## src/rtl/ecgos_pkg.sv

```systemverilog
// Package for the Euler central-gravity orbit step core.
// Holds the payload structs, state codes, constants and helpers.
// Depends on nothing; every other file of the core uses it.
`timescale 1ns / 1ps

package ecgos_pkg;

    localparam int WORD_BITS = 56;
    localparam int FRAC_BITS = 32;
    localparam int MAG_BITS  = 64;
    localparam int REG_BITS  = 55;
    localparam int IDX_BITS  = 2;

    localparam logic [MAG_BITS-1:0] VEL_SCALE =
        (64'd365 << FRAC_BITS) + (((64'd242 << FRAC_BITS) + 64'd500) / 64'd1000);
    localparam logic [REG_BITS-1:0] G_RESET   = 55'(64'd43000 << FRAC_BITS);
    localparam logic [MAG_BITS-1:0] HALF_WORD = 64'd1 << (WORD_BITS - 1);

    localparam logic [IDX_BITS-1:0] REG_GRAVITY = 2'd0;
    localparam logic [IDX_BITS-1:0] REG_STEP    = 2'd1;
    localparam logic ACT_LOAD = 1'b0;

    typedef struct packed {
        logic                        action;
        logic signed [WORD_BITS-1:0] init_pos_x;
        logic signed [WORD_BITS-1:0] init_pos_y;
        logic signed [WORD_BITS-1:0] init_pos_z;
        logic signed [WORD_BITS-1:0] init_vel_x;
        logic signed [WORD_BITS-1:0] init_vel_y;
        logic signed [WORD_BITS-1:0] init_vel_z;
    } in_item_t;

    typedef struct packed {
        logic signed [WORD_BITS-1:0] pos_x;
        logic signed [WORD_BITS-1:0] pos_y;
        logic signed [WORD_BITS-1:0] pos_z;
        logic signed [WORD_BITS-1:0] vel_x;
        logic signed [WORD_BITS-1:0] vel_y;
        logic signed [WORD_BITS-1:0] vel_z;
        logic                        at_origin;
        logic                        saturated;
    } out_item_t;

    typedef struct packed {
        logic                 sat;
        logic [WORD_BITS-1:0] word;
    } word_sat_t;

    typedef enum logic [4:0] {
        S_IDLE, S_LD_MUL, S_LD_WAIT, S_PV_MUL, S_PV_WAIT, S_SQ_MUL, S_SQ_WAIT,
        S_SQ_INIT, S_SQRT, S_R_CHK, S_R2_MUL, S_R2_WAIT, S_R3_MUL, S_R3_WAIT,
        S_AC_CHK, S_AC_MUL, S_AC_WAIT, S_DIV_CHK, S_DIV, S_DV_MUL, S_DV_WAIT,
        S_FIN_POS, S_DONE
    } state_t;

    function automatic logic [MAG_BITS-1:0] mag_of(input logic [WORD_BITS-1:0] v);
        logic [WORD_BITS-1:0] n;
        n = WORD_BITS'(-v);
        return v[WORD_BITS-1] ? {{(MAG_BITS-WORD_BITS){1'b0}}, n}
                              : {{(MAG_BITS-WORD_BITS){1'b0}}, v};
    endfunction

    function automatic word_sat_t pack_word(input logic neg, input logic [MAG_BITS-1:0] mag);
        word_sat_t            r;
        logic [MAG_BITS-1:0]  lim;
        logic [MAG_BITS-1:0]  m;
        lim   = neg ? HALF_WORD : HALF_WORD - 64'd1;
        r.sat = mag > lim;
        m     = r.sat ? lim : mag;
        r.word = neg ? WORD_BITS'(-m[WORD_BITS-1:0]) : m[WORD_BITS-1:0];
        return r;
    endfunction

    function automatic word_sat_t sadd(input logic an, input logic [MAG_BITS-1:0] am,
                                       input logic bn, input logic [MAG_BITS-1:0] bm);
        word_sat_t           r;
        logic [MAG_BITS:0]   s;
        logic [MAG_BITS-1:0] m;
        s = {1'b0, am} + {1'b0, bm};
        m = s[MAG_BITS] ? '1 : s[MAG_BITS-1:0];
        if (an == bn)
        begin
            r = pack_word(an, m);
            r.sat = r.sat | s[MAG_BITS];
        end
        else if (am >= bm)
        begin
            r = pack_word(an, am - bm);
        end
        else
        begin
            r = pack_word(bn, bm - am);
        end
        return r;
    endfunction

endpackage

```

## src/rtl/ecgos_qmul.sv

```systemverilog
// Shared multiplier: 64x64 product from four 32x32 partial products.
// Also rounds the product back to Q.FRAC_BITS with clamping to 64 bits.
// Depends on ecgos_pkg.
`timescale 1ns / 1ps

module ecgos_qmul (
    input  logic                           clk,
    input  logic                           rst_n,
    input  logic                           start,
    input  logic [ecgos_pkg::MAG_BITS-1:0] a,
    input  logic [ecgos_pkg::MAG_BITS-1:0] b,
    output logic                           done,
    output logic [2*ecgos_pkg::MAG_BITS-1:0] prod,
    output logic [ecgos_pkg::MAG_BITS-1:0] q,
    output logic                           ovf
);

    localparam int M = ecgos_pkg::MAG_BITS;
    localparam int H = M / 2;
    localparam int F = ecgos_pkg::FRAC_BITS;
    localparam logic [2:0] STEP_IDLE  = 3'd0;
    localparam logic [2:0] STEP_FIRST = 3'd1;
    localparam logic [2:0] STEP_LAST  = 3'd4;
    localparam logic [2:0] STEP_ROUND = 3'd5;

    logic [2:0]     step_reg;
    logic [M-1:0]   a_reg;
    logic [M-1:0]   b_reg;
    logic [2*M-1:0] acc_reg;
    logic [M-1:0]   q_reg;
    logic           ovf_reg;
    logic           done_reg;

    logic [1:0]     k;
    logic [H-1:0]   ah;
    logic [H-1:0]   bh;
    logic [M-1:0]   pp;
    logic [2*M-1:0] pp_sh;
    logic [2*M-1:0] rnd;

    always_comb
    begin
        k  = 2'(step_reg - STEP_FIRST);
        ah = k[1] ? a_reg[M-1:H] : a_reg[H-1:0];
        bh = k[0] ? b_reg[M-1:H] : b_reg[H-1:0];
        pp = M'(ah) * M'(bh);
        unique case (k)
            2'd0:    pp_sh = {{M{1'b0}}, pp};
            2'd3:    pp_sh = {pp, {M{1'b0}}};
            default: pp_sh = {{H{1'b0}}, pp, {H{1'b0}}};
        endcase
        rnd = acc_reg + ((2*M)'(1) << (F - 1));
    end

    always_ff @(posedge clk or negedge rst_n)
    begin
        if (!rst_n)
        begin
            step_reg <= STEP_IDLE;
            done_reg <= 1'b0;
        end
        else
        begin
            done_reg <= 1'b0;
            if (start)
            begin
                step_reg <= STEP_FIRST;
            end
            else if (step_reg >= STEP_FIRST && step_reg <= STEP_LAST)
            begin
                step_reg <= step_reg + 3'd1;
            end
            else if (step_reg == STEP_ROUND)
            begin
                step_reg <= STEP_IDLE;
                done_reg <= 1'b1;
            end
        end
    end

    always_ff @(posedge clk)
    begin
        if (start)
        begin
            a_reg   <= a;
            b_reg   <= b;
            acc_reg <= '0;
        end
        else if (step_reg >= STEP_FIRST && step_reg <= STEP_LAST)
        begin
            acc_reg <= acc_reg + pp_sh;
        end
        else if (step_reg == STEP_ROUND)
        begin
            ovf_reg <= |rnd[2*M-1:M+F];
            q_reg   <= (|rnd[2*M-1:M+F]) ? '1 : rnd[M+F-1:F];
        end
    end

    assign done = done_reg;
    assign prod = acc_reg;
    assign q    = q_reg;
    assign ovf  = ovf_reg;

endmodule

```

## config.mk

```make
export PLATFORM = sky130hd
export DESIGN_NAME = ecgos_qmul
export DESIGN_NICKNAME = d
export VERILOG_FILES = /design/src/rtl/ecgos_pkg.sv /design/src/rtl/ecgos_qmul.sv
export SDC_FILE = /design/constraint.sdc
export NUM_CORES = 2
export LEC_CHECK = 0
export BUFFER_PORTS_ARGS = -buffer_cell sky130_fd_sc_hd__buf_2
export CORE_UTILIZATION = 50
export DETAILED_ROUTE_END_ITERATION = 10
export GPL_TIMING_DRIVEN = 0
export PLACE_DENSITY = 0.7
export SYNTH_ARGS = -nofsm -noshare
export SYNTH_HDL_FRONTEND = slang
export SYNTH_SLANG_ARGS = --single-unit
```

## constraint.sdc

```tcl
create_clock -name clk -period 12.5 [get_ports clk]
set_clock_uncertainty 0.05 [all_clocks]
set_input_delay 0.625 -clock clk [delete_from_list [all_inputs] [get_ports clk]]
set_output_delay 0.625 -clock clk [all_outputs]
set_load 0.005 [all_outputs]
```

==> results.cfg <==
[routing]
totalWireLength_mm = 230
vias = 51600
wire_per_inst_um = 27.0
dr.pass1.iters = 10
ant_nets = 0
dr.first_iter.drc_count = 6233
avgViaCountPerCell = 6.06
drc_errors = 0

[global_route]
grt_max_degree = 93
first_global_vias = 49700
grtUsageTotal_pct = 40.2
grt_pass1_wl_mm = 325
overflow = 0
antenna_found_initial = 14

[sta]
worstMarginPinSlew_ns = 1.31
fmax_mhz = 77.2
fin_crit_sh_pct = 104
max_slew_margin_pct = 12.6
setup_ws_ns = -0.458
fin_tns_setup_ns = -4.98
hold_viol = 0
period_needed_ns = 12.96
setup_viol = 27
rsz0062_at_grt = true
drv_slew = 0

[die]
row_count = 121
initial_core_util_pct = 50.6
die_x_um = 334
coreArea_sq_um = 109000
io_pins = 325
die_area_sq_um = 112000
die_h_um = 334

[outcome]
violations = setup timing
status = complete, but fails checks

[synthesis]
ys_dominant_reg_cell = edfxtp_1
ys_ff_latch = 325
yosys_warnings = 0
ys_types = 85
synth.avg_cell_area_sq_um = 8.62
syn_nets = 7831
ys_seq_area_share_pct = 15.3
async_flop_share_pct = 1.23
syn_inst = 6401
yosysTopAreaCellShare_pct = 32.5
synth-edff-count = 193
yosysTopAreaCell = fa_1
yosys-top-cells-area = fa_1, edfxtp_1, ha_1
synth.cell_area_sq_um = 55200

[setup_path]
critical_path.startpoint_type = flop
cp_slowest_cell = fa_2
critPathArrivalTime_ns = 13.49
cp_slowest_stage_delay_ns = 0.64
r2r_start = step_reg[0]
cp_common_cell = fa_1
cp-end-kind = flop
required_ns = 13.03
crit_fanout = 10
startpoint = step_reg[0]
path_class = reg -> reg

[clock_tree]
insertion_delay_ns = 0.67
cts_tree = done
ctsLongestPathBuffers = 3
htree_levels = 2
numCtsBuffers = 41
cts.sinks = 325
path_clk_slew_ns = 0.07
clockRootBuffer = clkbuf_16

[hold_path]
hold_path.class = in -> reg
hp-start = a[16]

[finish]
layout_common_cells = inv_1, nand2_1, fa_1, nor2_1, ha_1
synthToLayoutAreaGrowth_pct = 19.8
fin_cells = 8521
final_common_cell = inv_1
drive_gt1_share_pct = 18.1
nets = 8427
design_area_sq_um = 66100
largest_reg_flops = 128

[place]
port_buffers = 324
placed_cell_area_sq_um = 59000
place_ws_ns = -5.63
place_inst = 8224
dp_hpwl_mm = 181
place_congestion = 1.09

[job]
maxCapViolCount = 0
[stage by stage]
| step | hold slack [ns] | util, % |
|---|---|---|
| after global routing | 0.0780 | 60.5 |
| after detailed placement | 0.421 | 54.1 |
| after floorplan | 0.279 | - |
| final | 0.0894 | 60.5 |
| after CTS | 0.0627 | 58.9 |
| after global placement | 0.415 | 53.8 |
[metal layers]
layer  global-route usage [%]  vias to the layer above  wire length [um]
met2                     58.3                     3579             96300
li1                         -                    21700                 -
met4                     23.3                       12             16200
met5                        0                        -               283
met3                     16.1                      869             33300
met1                     50.7                    25500             83800
[synthesized netlist by cell type, types with 33 or more instances]
master and number:
a21o_1 92, o21bai_1 60, ha_1 402, a22o_1 56
nand3_1 62, inv_1 985, clkbuf_1 277, nand2_1 897
xnor2_1 138, edfxtp_1 193, fa_1 897, mux2i_1 66
buf_4 33, nor2_1 749, o21ai_0 200, mux2_2 63
xor2_1 107, and2_1 72, dfxtp_1 128, nand4_1 105
a31oi_1 33, a21oi_1 363, nor3_1 53
[area by class of cell]
| class | instances | area (sq um) |
|---|---|---|
| Multi-Input combinational cell | 4750 | 44200 |
| Fill cell | 9373 | 43100 |
| Sequential cell | 325 | 8460 |
| Timing Repair Buffer | 585 | 4160 |
| Inverter | 988 | 3720 |
| Buffer | 306 | 2270 |
| Tap cell | 1476 | 1850 |
| Clock buffer | 50 | 1080 |
| Clock inverter | 26 | 287 |
| Antenna cell | 15 | 37.5 |
[timing repair]
action                                  4_1_cts  5_1_grt
gates cloned                                  4        1
pin swaps                                   125       99
setup buffers                               144       89
endpoints found under the hold margin         4        0
endpoints found under the setup margin      113       73
hold buffers                                  1        0
gates resized for setup                     600      273
[worst max-delay path, delay by kind of cell, from the launching register on]
family,cells,cell delay [ns]
AO/OA/AOI/OAI,18,3.82
XOR/XNOR,1,0.33
adder cells (fa/ha/maj),10,4.63
buffers and inverters,14,2.10
flip-flops,1,0.38
multiplexers,1,0.58
AND/OR/NAND/NOR,4,0.94
[logic make-up after synthesis]
logic type / share of synthesized area [%]
AND/OR/NAND/NOR: 16.3
buffers and inverters: 9.35
adder cells (fa/ha/maj): 41.7
AO/OA/AOI/OAI: 10.9
flip-flops: 15.3
XOR/XNOR: 3.89
multiplexers: 2.51
[final timing paths]
path	to	slack (ns)	cells past startpoint
worst max register to register	prod[127]	-0.46	48
worst min register to register	prod[20]	0.43	2
worst min-delay path	a_reg[16]	0.09	1
min in group asynchronous	done	0.34	2
worst max-delay path	prod[127]	-0.46	48
max in group asynchronous	step_reg[0]	11.77	2
Power is not shown: default switching activity piles up to over one toggle a cycle in this logic, so the estimate is an artifact.
